<file path="config.mk">
export PLATFORM = sky130hd
export DESIGN_NAME = cddi_ctrl
export DESIGN_NICKNAME = d
export VERILOG_FILES = /design/src/rtl/core/cddi_pkg.sv /design/src/rtl/core/cddi_ctrl.sv
export SDC_FILE = /design/constraint.sdc
export NUM_CORES = 1
export LEC_CHECK = 0
export BUFFER_PORTS_ARGS = -buffer_cell sky130_fd_sc_hd__buf_4
export CELL_PAD_IN_SITES_DETAIL_PLACEMENT = 1
export CELL_PAD_IN_SITES_GLOBAL_PLACEMENT = 1
export CORE_AREA = 4 4 41 43
export DETAILED_ROUTE_END_ITERATION = 10
export DIE_AREA = 0 0 45 47
export PLACE_DENSITY_LB_ADDON = 0.1
export SYNTH_ARGS = -nofsm -noshare
export SYNTH_HDL_FRONTEND = slang
export SYNTH_SLANG_ARGS = --single-unit
</file>
<file path="constraint.sdc">
create_clock -name clk -period 0.9 [get_ports clk]
set_input_delay 0.18 -clock clk [delete_from_list [all_inputs] [get_ports clk]]
set_output_delay 0.18 -clock clk [all_outputs]
set_load 0.05 [all_outputs]
</file>
<file path="src/rtl/core/cddi_pkg.sv">
package cddi_pkg;

  localparam int HASH_W       = 32;
  localparam int HASH_SHIFT   = 5;
  localparam int POS_W        = 32;
  localparam int DIG_W        = 64;
  // Remainder unit: reciprocal multiply, back-multiply and subtract, final correction.
  localparam int MOD_CYCLES   = 3;
  localparam int MOD_CNT_W    = $clog2(MOD_CYCLES);

  typedef enum logic [2:0] {
    ST_CLEAR,
    ST_IDLE,
    ST_HASH_HI,
    ST_HASH_LO,
    ST_MOD,
    ST_READ,
    ST_DECIDE
  } state_t;

  // Commands from the controller to the datapath.
  typedef struct packed {
    logic clear_wr;
    logic capture;
    logic hash_hi;
    logic hash_lo;
    logic mod_step;
    logic rd;
    logic commit;
  } cmd_t;

  // Status from the datapath to the controller.
  typedef struct packed {
    logic clr_last;
    logic mod_last;
  } sts_t;

  typedef struct packed {
    logic [DIG_W-1:0] hi;
    logic [DIG_W-1:0] lo;
    logic [POS_W-1:0] pos;
  } way_t;

  // Times-33 hash over the eight bytes of one digest half, most significant byte first.
  function automatic logic [HASH_W-1:0] mix_half(input logic [HASH_W-1:0] h_in,
                                                 input logic [DIG_W-1:0] half);
    logic [HASH_W-1:0] h;
    h = h_in;
    for (int k = 7; k >= 0; k--) begin
      h = (h << HASH_SHIFT) + h + {24'd0, half[k*8 +: 8]};
    end
    return h;
  endfunction

endpackage

</file>
<file path="src/rtl/core/cddi_ctrl.sv">
module cddi_ctrl (
  input  logic          clk,
  input  logic          rst_n,
  input  logic          in_valid,
  output logic          in_ready,
  output logic          out_valid,
  input  logic          out_ready,
  input  cddi_pkg::sts_t sts,
  output cddi_pkg::cmd_t cmd
);
  import cddi_pkg::*;

  state_t state_r, state_nxt;
  logic   out_valid_r, out_valid_nxt;
  logic   out_free;

  assign out_free = !out_valid_r || out_ready;

  always_ff @(posedge clk) begin
    if (!rst_n) begin
      state_r     <= ST_CLEAR;
      out_valid_r <= 1'b0;
    end else begin
      state_r     <= state_nxt;
      out_valid_r <= out_valid_nxt;
    end
  end

  always_comb begin
    state_nxt = state_r;
    case (state_r)
      ST_CLEAR:   if (sts.clr_last) state_nxt = ST_IDLE;
      ST_IDLE:    if (in_valid) state_nxt = ST_HASH_HI;
      ST_HASH_HI: state_nxt = ST_HASH_LO;
      ST_HASH_LO: state_nxt = ST_MOD;
      ST_MOD:     if (sts.mod_last) state_nxt = ST_READ;
      ST_READ:    state_nxt = ST_DECIDE;
      ST_DECIDE:  if (out_free) state_nxt = ST_IDLE;
      default:    state_nxt = ST_CLEAR;
    endcase
  end

  always_comb begin
    cmd      = '0;
    in_ready = 1'b0;
    case (state_r)
      ST_CLEAR:   cmd.clear_wr = 1'b1;
      ST_IDLE: begin
        in_ready    = 1'b1;
        cmd.capture = in_valid;
      end
      ST_HASH_HI: cmd.hash_hi = 1'b1;
      ST_HASH_LO: cmd.hash_lo = 1'b1;
      ST_MOD:     cmd.mod_step = 1'b1;
      ST_READ:    cmd.rd = 1'b1;
      ST_DECIDE:  cmd.commit = out_free;
      default:    cmd = '0;
    endcase
  end

  always_comb begin
    out_valid_nxt = out_valid_r;
    if (out_ready) begin
      out_valid_nxt = 1'b0;
    end
    if (cmd.commit) begin
      out_valid_nxt = 1'b1;
    end
  end

  assign out_valid = out_valid_r;

  // A result is only committed when the output register is free.
  a_commit_free: assert property (@(posedge clk) disable iff (!rst_n)
    cmd.commit |-> (!out_valid_r || out_ready))
    else $error("commit while output register occupied");

  // A committed result is presented in the next cycle.
  a_commit_shows: assert property (@(posedge clk) disable iff (!rst_n)
    cmd.commit |=> out_valid)
    else $error("committed result not presented");

  // No transaction is taken while the table is being cleared.
  a_clear_blocks: assert property (@(posedge clk) disable iff (!rst_n)
    state_r == ST_CLEAR |-> !in_ready)
    else $error("input taken during clearing pass");

  // The remainder unit runs until its last step.
  a_mod_runs: assert property (@(posedge clk) disable iff (!rst_n)
    (state_r == ST_MOD && !sts.mod_last) |=> state_r == ST_MOD)
    else $error("remainder unit left early");

endmodule

</file>
---- Word-level counts from Yosys, hierarchy flattened ----
Cells that the tools add are included.
cells by class
  $mul .................................... 0
  $add $sub $neg .......................... 0
  mux-type cells .......................... 15
  shift operators ......................... 0
  $lt $le $gt $ge ......................... 0
  divide/modulo/power cells ............... 0
  reduce and logical (&&, ||, !) cells .... 5
  equality and inequality tests ........... 10
  bitwise logic cells ..................... 0
operators with widths
  operator              count
  $pmux W3 S7           1
  $mux W3               4
  $mux W1               10
  $eq A3 B3 Y1 const B  3
  $ne A2 B2 Y1 const B  4
  $eq A3 B2 Y1 const B  2
  $reduce_and A4 Y1     1
  $eq A3 B1 Y1 const B  1
  $logic_not A3 Y1      1
  $reduce_bool A2 Y1    1
  $logic_not A1 Y1      1
  $logic_or A1 B1 Y1    1
storage, ports and cells
  bits in latches ......................... 0
  output and inout bits ................... 9
  memories ................................ 0
  memory bits (writable) .................. 0
  bits in registers ....................... 4
  ROM bits ................................ 0
  logic and storage cells ................. 32

---- Longest topological paths before layout ----
Gate-level depths: netlist of run 1.
  depth in word-level cells ............... 4
  depth in mapped cells ................... 5
  gate-level depth less buffers ........... 3

---- Worst setup path after synthesis of run 1 ----
Ideal clock, no wire load.
  path kind ............................... register to output
  start point ............................. register state_r[2]
  end point ............................... output cmd[6] (netlist name)
  stages on the path, launching flop included .. 3
  path slack .............................. -0.807 ns
  buffers on the path ..................... 1
  arrival time ............................ 1.527 ns
  path through ............................ dfxtp_1 buf_6 nor3_1
RTL lines
  what                    RTL line         RTL
  from (decl)             cddi_ctrl.sv:13  state_t state_r, state_nxt;
  from (signal assigned)  cddi_ctrl.sv:24  state_r <= state_nxt;
  to (decl)               cddi_ctrl.sv:9   output cddi_pkg::cmd_t cmd

==> out/qor.txt, run 1 <==
Num Clock Sinks - 4
I/O Buffers - 14
synth warn - 0
violated checks - setup timing
CTS max path bufs - 2
cts hold-fix bufs - 0
Area Growth Syn to Fin - 152%
Comb power frac - 0.482
Netlist cell types - 23
outcome - finished, violations left
Vias/cell - 4.43
gr usage total - 0.133
Synth top cells by count - 5 x nor2_1, 4 x dfxtp_1, 3 x a21oi_1
Cell Area, Synth - 302 um2
Hold Path Depth - 2
Leak Pwr - 0.324 nW
RD Place Congestion - 0.760
1st-iter DRT viols - 1
aggregate global routing overflow - 0
Routed WL - 1160 um
P_sw - 0.000346 W
CTS buffer count - 3
setup violators final - 12
CP Class - reg -> out
Fin. Hold Viols - 0
row count - 13
initial antenna violation count - 0
First-pass DRT Iterations - 4
max-cap viol count - 0
most common cell in the netlist - nor2_1
io pins - 15
first-pass GRT wire length - 1970 um
pre-CTS WS - -0.206 ns
Non-Filler Instances - 82
die area - 2120 um2
initial core utilization - 0.232
reg-to-reg critical path endpoint - state_r[0]$_SDFFE_PN0P_
wire per inst - 14.1 um
Yosys top cell by area - dfxtp_1
Total Power - 0.000928 W
Die Wd - 45 um
NumNets Final - 74
switching part of the total - 0.373
Max VDD drop - 1.00 mV
Worst Hold End - state_r[0]$_SDFFE_PN0P_
CTS tree - yes
Final TNS setup - -3.36 ns
Post-Syn Nets - 43
RSZ-0062 raised after global routing - yes
Antenna Diode Count - 0
CTS root buf - clkbuf_4
Core ar. - 1300 um2
synthesis-stage register bit count - 4
clock slew at reported path FFs - 0.05 ns
Setup crit end kind - primary output
synth top area cells - dfxtp_1 27%, buf_6 7.5%, nor2_1 6.2%
number of synthesized flops with an enable pin - 0
Setup WS post-layout - -0.386 ns
Worst Path Required - 0.72 ns
DRC - 0
Main synth FF type - dfxtp_1
R2R cell count - 5
fin util - 0.584
Worst R2R Setup Slack - -0.23 ns
syn_area_per_cell - 8.15 um2
Clock Skew - 0.0117 ns
DP HPWL - 800 um
Routed Antenna Nets - 0
fin crit period - 1.29 ns
Mapped Cells - 37
hold path start - in_valid
CP arrival - 1.11 ns
Hold Crit Class - in -> reg
Async S/R FF share, synth - 0
r2r startpoint - state_r[2]$_SDFFE_PN0P_
vias in the first global route - 436
Flop pwr share - 0.240
clk_lat worst skew - 0.25 ns
H-tree levels - 1
startpoint types - register
share of layout cells above drive strength 1 - 0.896
die height - 47 um
Worst slew margin - 0.849
Pint - 0.000582 W
fmax - 777 MHz
Max Transition Viols Final - 0
Seq/Total Area, Yosys - 0.266
final worst path period share - 1.43
PD cells - 1220 nW/um2
worst-path fanout max - 6
pin count of the biggest net entering global routing - 9
top-area cell type share of the netlist area - 0.266
dpl cells - 72
routed vias - 363
power share of the clock group - 0.278
Worst-Margin Slew - 0.226 ns
-- through the flow --
step	hold slack [ns]	area, um2
final	0.165	759
after global routing	0.153	759
after CTS	0.159	733
after detailed placement	0.408	578
after global placement	0.414	578
after floorplan	0.290	403
-- state kept, by name, indices dropped and copies added, names as in the netlist --
signal	count
out_valid	1
state_r	3
-- worst max path at each step --
stage	startpoint	cells past startpoint	endpoint
final	state_r[2]$_SDFFE_PN0P_	3	cmd[6]
after floorplan	state_r[2]$_SDFFE_PN0P_	2	cmd[6]
after detailed placement	state_r[1]$_SDFFE_PN0P_	4	cmd[3]
after CTS	state_r[2]$_SDFFE_PN0P_	3	cmd[6]
after global placement	state_r[1]$_SDFFE_PN0P_	4	cmd[3]
after global routing	state_r[2]$_SDFFE_PN0P_	3	cmd[6]
-- final cells by class --
class,count,area [um2]
sequential,4,95.1
timing repair buffer,30,318
tap,15,18.8
inverter,3,20.0
multi-input combinational,26,282
clock buffer,4,26.3
fill,139,542
-- metal layers --
layer  GRT usage  wire, um  vias to the layer above  part of all wire
met5           0         0                        -                 0
met4      0.0175         0                        0                 0
met3      0.0728       101                        0             0.087
met2       0.212       585                       16              0.51
met1       0.163       470                      163              0.41
li1            -         -                      184                 -
-- power groups by stage --
stage	clock (W)	combinational, W	sequential [W]
3_3_place_gp	0	0.000343	0.000229
3_5_place_dp	0	0.000346	0.000229
6_report	0.000258	0.000447	0.000223
4_1_cts	0.000271	0.000433	0.000223
2_1_floorplan	0	0.000263	0.000199
5_1_grt	0.000294	0.000474	0.000226
-- repair_timing --
item / in CTS / in global routing
gates resized for setup: 23 / 5
buffers inserted: 5 / 1
endpoints found under the setup margin: 12 / 12
pin swaps: 8 / 5
-- cell usage in the layout, fill, tap and decap left out --
| master | count |
|---|---|
| o311ai_4 | 1 |
| nor3_4 | 1 |
| dfxtp_4 | 4 |
| nand2_2 | 2 |
| o21a_1 | 1 |
| o32ai_2 | 1 |
| clkbuf_4 | 3 |
| o22ai_2 | 1 |
| nor3_2 | 1 |
| a21oi_1 | 2 |
| o21ba_1 | 1 |
| nor2_1 | 1 |
| buf_12 | 2 |
| buf_8 | 6 |
| nand2b_4 | 3 |
| nand2_4 | 1 |
| a21oi_2 | 1 |
| buf_6 | 6 |
| inv_1 | 1 |
| and3_4 | 1 |
| inv_6 | 1 |
| nor2_4 | 5 |
| nor2b_2 | 1 |
| clkbuf_1 | 1 |
| nand3_2 | 1 |
| o21ai_2 | 1 |
| clkinvlp_4 | 1 |
| buf_4 | 16 |
-- cell families after synthesis --
family                 synth area share
AND/OR/NAND/NOR                   0.307
AO/OA/AOI/OAI                     0.274
buffers and inverters             0.154
flip-flops                        0.266
-- worst max-delay path: stages (launching register included) --
cell     delay [ns]
dfxtp_4        0.38
buf_12         0.14
nor3_4         0.16
buf_6          0.18
(Power assumes the default switching activity.)
==> run 2: changes to the inputs <==
==> constraint.sdc (replaced) <==
create_clock -name clk -period 0.9 [get_ports clk]
set_input_delay 0.09 -clock clk [delete_from_list [all_inputs] [get_ports clk]]
set_output_delay 0.09 -clock clk [all_outputs]
set_load 0.05 [all_outputs]
==> run 2 against run 1 <==
  * The run still ends with setup timing left
  * Critical endpoint is now cmd[5]
  * Non-clock buffer count fell by 5
  * Count of clock-buffer cells in the layout did not move
  * Critical path depth rose by 1
  * Critical path type unchanged
  * Maximum frequency rose by 8.0%
  * Wire length fell by 15%
==> out/qor.txt, run 2 (synthesized netlist as in run 1, its figures left out) <==
DRC - 0 (unchanged)
Routed Antenna Nets - 0 (unchanged)
worst setup path startpoint - state_r[1]$_SDFFE_PN0P_ (was state_r[2]$_SDFFE_PN0P_)
most frequent cells in the layout - 13 x buf_6, 10 x buf_4, 5 x nor2_4 (was 16 x buf_4, 6 x buf_8, 6 x buf_6)
startpoint types - register (unchanged)
Setup crit end kind - primary output (unchanged)
area of the multi-input gates - 267 um2 (was 282 um2)
CTS root buf - clkbuf_4 (unchanged)
outcome - finished, violations left (unchanged)
First-pass DRT Iterations - 2 (was 4)
routed vias - 349 (was 363)
Core ar. - 1300 um2 (unchanged)
Max VDD drop - 0.736 mV (was 1.00 mV)
slowest cell delay on critical path - 0.33 ns (was 0.38 ns)
delay-heaviest family, CP - flip-flops (unchanged)
RD Place Congestion - 0.714 (was 0.760)
clock slew at reported path FFs - 0.04 ns (was 0.05 ns)
PD cells - 1290 nW/um2 (was 1220 nW/um2)
pre-CTS WS - -0.142 ns (was -0.206 ns)
initial antenna violation count - 0 (unchanged)
worst-path fanout max - 3 (was 6)
wire per inst - 12.8 um (was 14.1 um)
Top reg by flops - state_r (unchanged)
Clock Skew - 0.00752 ns (was 0.0117 ns)
Num Clock Sinks - 4 (unchanged)
fin util - 0.517 (was 0.584)
Register Area - 92.6 um2 (was 95.1 um2)
Routed WL - 988 um (was 1160 um)
most common cell after layout, fill and taps aside - buf_6 (was buf_4)
Worst-Margin Slew - 0.241 ns (was 0.226 ns)
Hold WS - 0.0869 ns (was 0.165 ns)
r2r startpoint - state_r[1]$_SDFFE_PN0P_ (was state_r[2]$_SDFFE_PN0P_)
Setup WS post-layout - -0.292 ns (was -0.386 ns)
slowest CP cell - dfxtp_2 (was dfxtp_4)
Critical Path End - cmd[5] (was cmd[6])
NumNets Final - 69 (was 74)
vias in the first global route - 352 (was 436)
placed cell areas - 527 um2 (was 578 um2)
final worst path period share - 1.32 (was 1.43)
CTS max path bufs - 2 (unchanged)
fin crit period - 1.19 ns (was 1.29 ns)
violated checks - setup timing (unchanged)
share of layout cells above drive strength 1 - 0.839 (was 0.896)
max reg flops - 3 (unchanged)
CTS tree - yes (unchanged)
Leak Pwr - 0.284 nW (was 0.324 nW)
Fillers - 153 (was 139)
Vias/cell - 4.53 (was 4.43)
1st-iter DRT viols - 1 (unchanged)
Worst Path Required - 0.81 ns (was 0.72 ns)
pin count of the biggest net entering global routing - 9 (unchanged)
Buffers & Inverters on Critical Path - 2 (unchanged)
first-pass GRT wire length - 1640 um (was 1970 um)
Die Wd - 45 um (unchanged)
cts hold-fix bufs - 0 (unchanged)
Hold Crit Class - in -> reg (unchanged)
Worst R2R Setup Slack - -0.21 ns (was -0.23 ns)
gr usage total - 0.113 (was 0.133)
Fin. Hold Viols - 0 (unchanged)
io pins - 15 (unchanged)
CP arrival - 1.10 ns (was 1.11 ns)
Worst slew margin - 0.839 (was 0.849)
critical path depth - 4 (was 3)
Total Power - 0.000866 W (was 0.000928 W)
CP Class - reg -> out (unchanged)
row count - 13 (unchanged)
Area Growth Syn to Fin - 123% (was 152%)
clk_lat worst skew - 0.24 ns (was 0.25 ns)
crit path cell chain - buf_6, nor2_4, and3_4, buf_8 (was buf_12, nor3_4, buf_6)
CTS buffer count - 3 (unchanged)
final instance area - 673 um2 (was 759 um2)
fmax - 839 MHz (was 777 MHz)
max-cap viol count - 0 (unchanged)
die height - 47 um (unchanged)
DP HPWL - 830 um (was 800 um)
aggregate global routing overflow - 0 (unchanged)
reg-to-reg critical path endpoint - state_r[0]$_SDFFE_PN0P_ (unchanged)
RSZ-0062 raised after global routing - yes (unchanged)
initial core utilization - 0.232 (unchanged)
Hold Path Depth - 2 (unchanged)
die area - 2120 um2 (unchanged)
R2R cell count - 5 (unchanged)
H-tree levels - 1 (unchanged)
Antenna Diode Count - 0 (unchanged)
Max Transition Viols Final - 0 (unchanged)
I/O Buffers - 14 (unchanged)
setup violators final - 11 (was 12)
## run 2: worst reg2reg max path: cells and delay by family, from the launching register on
family,cells,cell delay [ns]
AOI/OAI and AO/OA,2,0.23
buffers and inverters,2,0.25
and+or+nand+nor,1,0.16
DFF,1,0.33
## run 2: final cells by class
cell class | instances | area share
Inverter | 3 | 0.0260
Clock buffer | 4 | 0.0390
Multi-Input combinational cell | 26 | 0.396
Tap cell | 15 | 0.0279
Sequential cell | 4 | 0.138
Timing Repair Buffer | 25 | 0.374
## run 2: worst min path at each step
stage              from                      end  slack (ns)
2_1_floorplan  in_valid  state_r[0]$_SDFFE_PN0P_        0.20
3_3_place_gp   in_valid  state_r[0]$_SDFFE_PN0P_        0.32
3_5_place_dp   in_valid  state_r[0]$_SDFFE_PN0P_        0.33
4_1_cts        in_valid  state_r[0]$_SDFFE_PN0P_        0.08
5_1_grt        in_valid  state_r[0]$_SDFFE_PN0P_        0.08
6_report       in_valid  state_r[0]$_SDFFE_PN0P_        0.09
## run 2: timing repair
action | CTS | global route
buffers inserted | 3 | 1
setup endpoints to repair | 11 | 12
pin swaps | 4 | 2
gates resized for setup | 22 | 2
## run 2: metrics by stage
step / setup TNS, ns / std cells
finish: -2.55 / 77
CTS: -2.66 / 76
floorplan: -0.604 / 37
detailed placement: -1.11 / 69
global route: -3.09 / 77
global placement: -0.859 / 69
## run 2: power by group
group	total [W]	switching, W	internal (W)
Sequential	0.000217	0.0000296	0.000187
Combinational	0.000402	0.000207	0.000195
Clock	0.000247	0.0000801	0.000167
## run 2: layer usage
layer / GRT usage / up-vias / wire (um)
li1: - / 174 / -
met1: 0.127 / 166 / 409
met2: 0.195 / 7 / 536
met3: 0.0345 / 2 / 35
met4: 0.0526 / 0 / 6
met5: 0 / - / 0
==> run 3: changes to the inputs <==
- CELL_PAD_IN_SITES_DETAIL_PLACEMENT: 1 -> 0
- CORE_AREA: 4 4 41 43 -> 2 2 39 41
- DIE_AREA: 0 0 45 47 -> 0 0 41 43
==> run 3 against run 2 <==
  * The run still ends with setup timing left
  * Clock power down 2%
  * Combinational power up 12%
  * Wire length down 1.7%
  * Critical path type unchanged
  * Largest cell class unchanged
  * Highest routed layer is now met3
==> out/qor.txt, run 3 (synthesized netlist as in run 1, its figures left out) <==
outcome - finished, violations left (unchanged)
violated checks - setup timing (unchanged)
setup violators final - 11 (unchanged)
Final TNS setup - -2.24 ns (was -2.55 ns)
CTS root buf - clkbuf_4 (unchanged)
switching part of the total - 0.365 (was 0.366)
gr usage total - 0.140 (was 0.113)
Hold Crit Class - in -> reg (unchanged)
Routed Antenna Nets - 0 (unchanged)
Worst Hold End - state_r[0]$_SDFFE_PN0P_ (unchanged)
Antenna Diode Count - 0 (unchanged)
Total Power - 0.000914 W (was 0.000866 W)
final worst path period share - 1.31 (was 1.32)
initial antenna violation count - 0 (unchanged)
crit path cell chain - nor2_4, and3_4, buf_8 (was buf_6, nor2_4, and3_4, buf_8)
routed vias - 366 (was 349)
hold path start - in_valid (unchanged)
CTS max path bufs - 2 (unchanged)
P_sw - 0.000334 W (was 0.000316 W)
Setup crit end kind - primary output (unchanged)
NumNets Final - 72 (was 69)
Core ar. - 1380 um2 (was 1300 um2)
Worst R2R Setup Slack - -0.19 ns (was -0.21 ns)
Max Transition Viols Final - 0 (unchanged)
met3 usage - 0.0628 (was 0.0345)
fin crit period - 1.18 ns (was 1.19 ns)
die area - 1760 um2 (was 2120 um2)
PD cells - 1240 nW/um2 (was 1290 nW/um2)
CP arrival - 1.09 ns (was 1.10 ns)
Comb power frac - 0.493 (was 0.464)
max-cap viol count - 0 (unchanged)
First-pass DRT Iterations - 2 (unchanged)
most common cell after layout, fill and taps aside - buf_4 (was buf_6)
DRC - 0 (unchanged)
Fillers - 136 (was 153)
Top reg by flops - state_r (unchanged)
Area Growth Syn to Fin - 145% (was 123%)
Worst Path Required - 0.81 ns (about the same)
vias in the first global route - 398 (was 352)
Vias/cell - 4.52 (was 4.53)
most frequent cells in the layout - 13 x buf_4, 9 x buf_6, 6 x buf_8 (was 13 x buf_6, 10 x buf_4, 5 x nor2_4)
GR Util met1 - 0.180 (was 0.127)
Hold WS - 0.0870 ns (was 0.0869 ns)
final instance area - 738 um2 (was 673 um2)
Non-Filler Instances - 81 (was 77)
fmax - 848 MHz (was 839 MHz)
Fin. Hold Viols - 0 (unchanged)
Max VDD drop - 0.671 mV (was 0.736 mV)
slowest cell delay on critical path - 0.39 ns (was 0.33 ns)
H-tree levels - 1 (unchanged)
share of layout cells above drive strength 1 - 0.862 (was 0.839)
Routed WL - 971 um (was 988 um)
Die Wd - 41 um (was 45 um)
1st-iter DRT viols - 2 (was 1)
worst-path fanout max - 7 (was 3)
Flop pwr share - 0.240 (was 0.251)
RD Place Congestion - 0.722 (was 0.714)
GRT met2 Usage - 0.194 (was 0.195)
CP Class - reg -> out (unchanged)
reg-to-reg critical path endpoint - state_r[0]$_SDFFE_PN0P_ (unchanged)
Num Clock Sinks - 4 (unchanged)
Worst slew margin - 0.851 (was 0.839)
row count - 14 (was 13)
power share of the clock group - 0.266 (was 0.285)
io pins - 15 (unchanged)
slowest CP cell - dfxtp_4 (was dfxtp_2)
wire per inst - 12.0 um (was 12.8 um)
CTS tree - yes (unchanged)
startpoint types - register (unchanged)
Hold Path Depth - 2 (unchanged)
critical path depth - 3 (was 4)
delay-heaviest family, CP - flip-flops (unchanged)
I/O Buffers - 14 (unchanged)
Pint - 0.000580 W (was 0.000549 W)
DP HPWL - 634 um (was 830 um)
aggregate global routing overflow - 0 (unchanged)
Clock Skew - 0.00336 ns (was 0.00752 ns)
clock slew at reported path FFs - 0.04 ns (about the same)
initial core utilization - 0.218 (was 0.232)
max reg flops - 3 (unchanged)
cts hold-fix bufs - 0 (unchanged)
RSZ-0062 raised after global routing - yes (unchanged)
r2r startpoint - state_r[1]$_SDFFE_PN0P_ (unchanged)
dpl cells - 70 (was 69)
R2R cell count - 4 (was 5)
CTS buffer count - 3 (unchanged)
first-pass GRT wire length - 1640 um (unchanged)
Worst-Margin Slew - 0.224 ns (was 0.241 ns)
clk_lat worst skew - 0.23 ns (was 0.24 ns)
Leak Pwr - 0.318 nW (was 0.284 nW)
Setup WS post-layout - -0.279 ns (was -0.292 ns)
die height - 43 um (was 47 um)
GRT Max-Usage Layer - met2 (unchanged)
pin count of the biggest net entering global routing - 8 (was 9)
Buffers & Inverters on Critical Path - 1 (was 2)
placed cell areas - 528 um2 (was 527 um2)
run 3: layout make-up:
type	instances	area (um2)	share of cell area
clock buffer	4	26.3	0.0356
tap	16	20.0	0.0271
timing repair buffer	28	289	0.392
sequential	4	95.1	0.129
multi-input combinational	26	290	0.393
inverter	3	17.5	0.0237
run 3: per-stage QoR:
stage          setup slack (ns)  utilization
2_1_floorplan            -0.111            -
6_report                 -0.279        0.533
4_1_cts                  -0.287        0.499
5_1_grt                  -0.310        0.533
3_5_place_dp             -0.162        0.382
3_3_place_gp             -0.116        0.382
run 3: power by group through the flow:
stage / Clock (W) / Combinational, W / Sequential, W
final: 0.000243 / 0.000451 / 0.000220
after global routing: 0.000266 / 0.000474 / 0.000222
after CTS: 0.000264 / 0.000424 / 0.000217
after detailed placement: 0 / 0.000314 / 0.000224
after global placement: 0 / 0.000315 / 0.000223
after floorplan: 0 / 0.000252 / 0.000197
run 3: how the worst max path moves through the flow:
stage	start	endpoint	slack (ns)
after floorplan	state_r[2]$_SDFFE_PN0P_	cmd[6]	-0.11
after global placement	state_r[1]$_SDFFE_PN0P_	cmd[3]	-0.12
after detailed placement	state_r[1]$_SDFFE_PN0P_	state_r[0]$_SDFFE_PN0P_	-0.16
after CTS	state_r[1]$_SDFFE_PN0P_	cmd[6]	-0.29
after global routing	state_r[1]$_SDFFE_PN0P_	cmd[5]	-0.31
final	state_r[2]$_SDFFE_PN0P_	cmd[5]	-0.28
run 3: what timing repair did:
action | in CTS | in global routing
gates resized for setup | 26 | 10
endpoints found under the setup margin | 11 | 11
endpoints found under the hold margin | 0 | 0
buffers inserted | 6 | 3
pin swaps | 5 | 9
run 3: routing by layer:
| metal | wire [um] | vias to the layer above | part of all wire |
|---|---|---|---|
| met5 | 0 | - | 0 |
| met4 | 0 | 0 | 0 |
| met3 | 54 | 0 | 0.056 |
| met2 | 522 | 11 | 0.54 |
| met1 | 394 | 172 | 0.41 |
| li1 | - | 183 | - |
run 3: worst reg2reg max path, delay by kind of cell (launching register included):
kind / cells / cell delay (ns)
AOI/OAI and AO/OA: 2 / 0.33
buffers and inverters: 2 / 0.28
DFF: 1 / 0.37
